[src/rtl/tkft_pkg.sv]
// ----------------------------------------------------------------------------
// tkft_pkg
// Shared widths, mode codes and the per-cell control word of the top-k
// frequency tracker.
// ----------------------------------------------------------------------------
package tkft_pkg;

  // Field widths of the input and result words
  localparam int MODE_W    = 2;
  localparam int ID_W      = 12;
  localparam int SLOT_W    = 4;
  localparam int OUT_CNT_W = 24;
  localparam int OUT_POS_W = 4;

  // Operation codes carried in the mode field
  localparam logic [MODE_W-1:0] MODE_ADD   = 2'd0;
  localparam logic [MODE_W-1:0] MODE_READ  = 2'd1;
  localparam logic [MODE_W-1:0] MODE_CLEAR = 2'd2;

  // Per-cell update command from the list controller
  typedef struct packed {
    logic clear;  // empty the cell
    logic load;   // take the new id and count
    logic shift;  // take the entry of the cell one rank above
  } tkft_cell_ctl_t;

endpackage

[src/rtl/tkft_cell.sv]
// ----------------------------------------------------------------------------
// tkft_cell
// One rank slot of the sorted list: holds an id, its count and a valid bit,
// compares itself against the probed id and count, and takes the entry of
// its upper neighbor when the list shifts down.
// ----------------------------------------------------------------------------
module tkft_cell #(
  parameter int COUNT_BITS = 24
) (
  input  logic                        clk,
  input  logic                        rst_n,
  input  tkft_pkg::tkft_cell_ctl_t    ctl,
  input  logic [tkft_pkg::ID_W-1:0]   new_id,
  input  logic [COUNT_BITS-1:0]       new_count,
  input  logic [tkft_pkg::ID_W-1:0]   left_id,
  input  logic [COUNT_BITS-1:0]       left_count,
  input  logic                        left_valid,
  input  logic [tkft_pkg::ID_W-1:0]   probe_id,
  input  logic [COUNT_BITS-1:0]       probe_count,
  input  logic                        probe_sat,
  output logic [tkft_pkg::ID_W-1:0]   id,
  output logic [COUNT_BITS-1:0]       count,
  output logic                        valid,
  output logic                        match,
  output logic                        ahead
);
  import tkft_pkg::*;

  logic [ID_W-1:0]       id_r;
  logic [ID_W-1:0]       id_nxt;
  logic [COUNT_BITS-1:0] count_r;
  logic [COUNT_BITS-1:0] count_nxt;
  logic                  valid_r;
  logic                  valid_nxt;

  // Select the next entry: clear, load the new one, shift from above, or hold
  always_comb begin
    id_nxt    = id_r;
    count_nxt = count_r;
    valid_nxt = valid_r;
    if (ctl.clear) begin
      valid_nxt = 1'b0;
    end else if (ctl.load) begin
      id_nxt    = new_id;
      count_nxt = new_count;
      valid_nxt = 1'b1;
    end else if (ctl.shift) begin
      id_nxt    = left_id;
      count_nxt = left_count;
      valid_nxt = left_valid;
    end
  end

  always_ff @(posedge clk) begin
    if (!rst_n) begin
      valid_r <= 1'b0;
    end else begin
      valid_r <= valid_nxt;
    end
  end

  always_ff @(posedge clk) begin
    id_r    <= id_nxt;
    count_r <= count_nxt;
  end

  // An entry stays ahead of the incremented id when its count is not beaten;
  // a saturated count never beats anything
  assign match = valid_r && (id_r == probe_id);
  assign ahead = valid_r && (probe_sat ? (count_r >= probe_count)
                                       : (count_r > probe_count));

  assign id    = id_r;
  assign count = count_r;
  assign valid = valid_r;

endmodule

[config.mk]
export PLATFORM = sky130hd
export DESIGN_NAME = tkft_cell
export DESIGN_NICKNAME = d
export VERILOG_FILES = /design/src/rtl/tkft_pkg.sv /design/src/rtl/tkft_cell.sv
export SDC_FILE = /design/constraint.sdc
export NUM_CORES = 1
export LEC_CHECK = 0
export ABC_AREA = 1
export BUFFER_PORTS_ARGS = -buffer_cell sky130_fd_sc_hd__buf_2
export CELL_PAD_IN_SITES_DETAIL_PLACEMENT = 0
export CELL_PAD_IN_SITES_GLOBAL_PLACEMENT = 1
export CORE_MARGIN = 1
export CORE_UTILIZATION = 29
export CTS_CLUSTER_DIAMETER = 40
export CTS_CLUSTER_SIZE = 24
export DETAILED_ROUTE_END_ITERATION = 16
export GPL_TIMING_DRIVEN = 0
export PLACE_DENSITY_LB_ADDON = 0.08
export SYNTH_ARGS = -nofsm -noshare
export SYNTH_HDL_FRONTEND = slang
export SYNTH_SLANG_ARGS = --single-unit
[constraint.sdc]
create_clock -name clk -period 3.4 [get_ports clk]
set_input_delay 0.51 -clock clk [delete_from_list [all_inputs] [get_ports clk]]
set_output_delay 0.51 -clock clk [all_outputs]
set_load 0.01 [all_outputs]
==> After elaboration in Yosys (flattened, before gate mapping) <==
Cells that the tools add are included.
{ "totals": {"reg_bits": 37, "out_inout_bits": 39, "word_cells": 20} }
{ "classes": {"n_lt_le_gt_ge": 2, "eq_ne": 1, "n_mux": 7, "n_bitwise": 2, "reduce_logical": 5} }
{ "op_table": {"columns": ["operator", "count"], "rows": [
  ["2-to-1 mux 24 bit", 2],
  ["greater-or-equal comparator 24 bit", 1],
  ["> comparator 24 bit", 1],
  ["2-to-1 mux 12 bit", 2],
  ["equality test 12 bit", 1],
  ["2-to-1 mux 1 bit", 3],
  ["logical AND 1 bit", 2],
  ["inverter 1 bit", 2],
  ["AND reduction 2 bit", 1],
  ["nonzero test 2 bit", 1],
  ["OR reduction 2 bit", 1]
]} }

==> Depth between registers and ports, before layout <==
{ "logic_depth": {"word_depth": 3, "ltp_mapped": 13, "ltp_nobuf": 13} }

==> Worst setup path after synthesis <==
No wires, ideal clock.
{ "synth_timing": {"path_type": "input port to flip-flop", "startpoint": "in ctl[1] (netlist bit)", "endpoint": "reg count_r[0], in the netlist count[0], enable pin", "arrival_ps": 2084, "path_slack_ps": 886, "cell_stages": 2, "cell_sequence": "nor2_1 nor2_1"} }
{ "synth_between": {"elab_chain_cells": 2} }
{ "synth_rtl": {"columns": ["item", "line", "rtl"], "rows": [
  ["from (decl)", "tkft_cell.sv:12", "input tkft_pkg::tkft_cell_ctl_t ctl,"],
  ["nonzero test 2 bit (no source line)", null, null],
  ["AND reduction 2 bit (no source line)", null, null],
  ["to (signal assigned)", "tkft_cell.sv:64", "count_r <= count_nxt;"],
  ["to (decl)", "tkft_cell.sv:31", "logic [COUNT_BITS-1:0] count_r;"]
]} }
Every way passes these cells.
A chain may end at the register's enable or synchronous reset.

==> Final worst setup path <==
{ "layout_timing": {"startpoint": "reg count_r[7], in the netlist count[7]", "endpoint": "out ahead"} }
{ "layout_between": {"elab_chain_cells": 3} }
{ "layout_rtl": {"columns": ["item", "line", "rtl"], "rows": [
  ["> comparator 24 bit / greater-or-equal comparator 24 bit (equally long branches)", "tkft_cell.sv:71, tkft_cell.sv:70", null],
  ["2-to-1 mux 1 bit *", "tkft_cell.sv:70", "assign ahead = valid_r && (probe_sat ? (count_r >= probe_count)"],
  ["logical AND 1 bit *", "tkft_cell.sv:70", null],
  ["to (decl)", "tkft_cell.sv:25", "output logic ahead"]
]} }
Mark *: on every way between the ends. The rest lies on a longest branch, timed or not.

==> summary.md <==
| Metric | Value |
|---|---|
| Setup_tns | 0 ns |
| First-pass detailed-route iteration total | 4 |
| Syn nets | 452 |
| Syn Area/Cell | 7.89 um2 |
| Fmax achieved | 419 MHz |
| First-pass GRT wire length | 9.78 mm |
| Req. time, crit path | 2.89 ns |
| YS warnings | 0 |
| Total power | about 1300 uW |
| RSZ-0062 raised after global routing | false |
| Chip Width | 94.3 um |
| Number of synthesized register bits | 37 |
| Clk sinks | 37 |
| Worst hold stages | 2 |
| Synth area leaders | edfxtp_1 (44%), nand2_1 (22%), ha_1 (12%) |
| Met2 Usage GRT | 27.1% |
| Reg-to-reg slack, setup | 2.70 ns |
| Vias in the first global route | 2159 |
| Core ar. | 0.00822 mm2 |
| Worst Setup End Kind | output pin |
| GPL Wtd Cong | 0.693 |
| Clk Latency, worst-skew pair | 0.28 ns |
| Worst-Margin Slew | 0.577 ns |
| FF-to-FF End | valid |
| Sequential cell area fraction in the yosys report | 44.6% |
| Dpl ws | 1.08 ns |
| Setup Crit Path Kind | reg2out |
| CTS tree | done |
| M3 GR Usage | 3.96% |
| # rows | 33 |
| Starting Density | 30.1% |
| Hold_buf cts | 0 |
| Buffers on Ports | 153 |
| Fill cell count | between 900 and 1000 |
| Wire length per cell | between 10 and 15 um |
| Post-Synthesis Cell Area | roughly 0.0025 mm2 |
| # Post-CTS Setup Buffers | 0 |
| I/O pins | 154 |
| Hold endpoint | valid |
| Cell Pwr Density | 365 mW/mm2 |
| Leak | 0.00202 uW |
| Max Fanout on Critical Path | 2 |
| VDD IR max | 0.130 mV |
| Starting DRT DRC Count | 31 |
| Final core occ | a little over two fifths |
| Non-Filler Instances | 580 |
| Post-Route WL | 6.43 mm |
| R2R cell count | 4 |
| Status | finished clean |
| Diodes inserted | 0 |
| Gr busiest metal | met2 |
| Max Cap Violations | 0 |
| Routed vias | ~2400 |
| Post-synth top area cell | edfxtp_1 |
| Placed cells | around 570 |
| Share of cells above drive strength 1 | between 30 and 40% |
| Setup violations, final | 0 |
| Met1 GRT Util | 15.8% |
| Worst hold start | ctl[2] |
| # H-tree levels | 2 |
| DIE HEIGHT | approximately 94 um |
| Initial antenna violation count | 0 |
| # nets final | 613 |
| GRT overflow | 0 |
| Total CTS buffers | 5 |
| Post-CTS Resized | 0 |
| Rel. slew slack | 61.5% |
| WP data arrival | roughly 1.9 ns |
| Endpoints failing hold | 0 |
| Startpoint Class | register |
| Syn Inst Count | 313 |
| Tcrit/Tclk final | 70.1% |
| Final HPWL DP | 5.30 mm |
| Die area | 0.00889 mm2 |
| Max-slew violations | 0 |
| CTS clk-pin slew, worst paths | 0.07 ns |
| Final ANT Viol Nets | 0 |
| Min-Delay Path Class | in2reg |
| Top-area cell type share of the netlist area | ~44% |
| Vias/cell | 4.10 |
| Worst setup margin | roughly 1 ns |
| Area growth from synthesis to layout | 42.1% |
| Gr usage total | 14.6% |
| Largest net degree at the start of global routing | 21 |
| CTS root buf | clkbuf_8 |
| Clock buffer depth | 2 |
| Worst flop-to-flop path startpoint | valid |
| Min Tclk post-route | ~2.4 ns |
| Post-synth cell types | 26 |
| Drt drc | 0 |
| Clk_skew | 0 ns |
## worst max-delay path, cell delays in order (launching register included)
cell and delay (ns):
edfxtp_1 0.39, ha_1 0.30, nand2_1 0.07, nor2_1 0.18, nand4_2 0.14, nor2_2 0.15
nand2_1 0.06, nand2_1 0.05, inv_1 0.03, nand2_1 0.05, inv_1 0.03, buf_2 0.13
## placed cells by master, fill, tap and decap left out, types with 2 or more instances in the layout
master and n:
nand3_1 2, clkbuf_1 4, inv_2 6, edfxtp_1 36, xnor2_1 5, buf_2 157
nor2_4 2, clkbuf_8 5, nand2_2 2, nand2_1 148, nor2_2 2, nand4_2 2
a21o_1 2, a21oi_1 8, o22ai_1 2, ha_1 24, nand4_1 2, nor2_1 12
inv_1 43
## report_power, final
part	total (uW)	leakage, uW	switching, uW	internal (uW)
sequential	576	0.000349	23.2	553
clock	381	0.0000552	163	218
combinational	323	0.00162	172	151
## how the worst max path moves through the flow
stage | from | to | depth (start not counted)
after floorplan | ctl[1] | count[0] | 2
after global placement | ctl[1] | count[17] | 3
after detailed placement | probe_count[7] | ahead | 13
after CTS | count[7] | ahead | 11
after global routing | count[7] | ahead | 11
final | count[7] | ahead | 11
## cell families after synthesis
family / synth area share (%)
AO/OA/AOI/OAI: 3.90
buffers and inverters: 8.71
XOR/XNOR: 2.13
flip-flops: 44.6
AND/OR/NAND/NOR: 28.5
adder cells (fa/ha/maj): 12.2
## registers in the layout, summed over array words and instances (netlist names)
register,flops
valid,1
id,12
count,24
## routing by layer
| layer | vias up | wire (um) |
|---|---|---|
| met5 | - | 0 |
| met4 | 0 | 51 |
| met3 | 4 | 467 |
| met2 | 83 | 3310 |
| met1 | 995 | 2610 |
| li1 | 1297 | - |
## final cells by class
class / count / area, um2 / area share (%)
multi-input combinational: 220 / 1160 / 33.1
sequential: 37 / 1100 / 31.4
timing repair buffer: 154 / 793 / 22.6
inverter: 49 / 184 / 5.24
tap: 105 / 131 / 3.74
clock buffer: 6 / 72.6 / 2.07
clock inverter: 2 / 35.0 / 0.998
buffer: 7 / 31.3 / 0.891
## Yosys cell counts
cell type,number
a21boi_0,1
a21o_1,2
a21oi_1,8
a22o_1,1
buf_2,4
clkbuf_1,3
dfxtp_1,1
edfxtp_1,36
ha_1,24
inv_1,43
inv_2,6
nand2_1,148
nand2_2,2
nand2_4,1
nand3_1,2
nand4_1,2
nand4_2,2
nor2_1,13
nor2_2,2
nor2_4,1
nor3_1,1
o21a_1,1
o21ai_0,1
o22ai_1,2
xnor2_1,5
xor2_1,1
## stage by stage
stage / hold slack (ns) / area (um2)
after floorplan: 0.566 / 2470
after global placement: 0.573 / 3370
after detailed placement: 0.580 / 3400
after CTS: 0.406 / 3510
after global routing: 0.406 / 3510
final: 0.418 / 3510
Note: power is estimated with default switching activity, not from simulation.
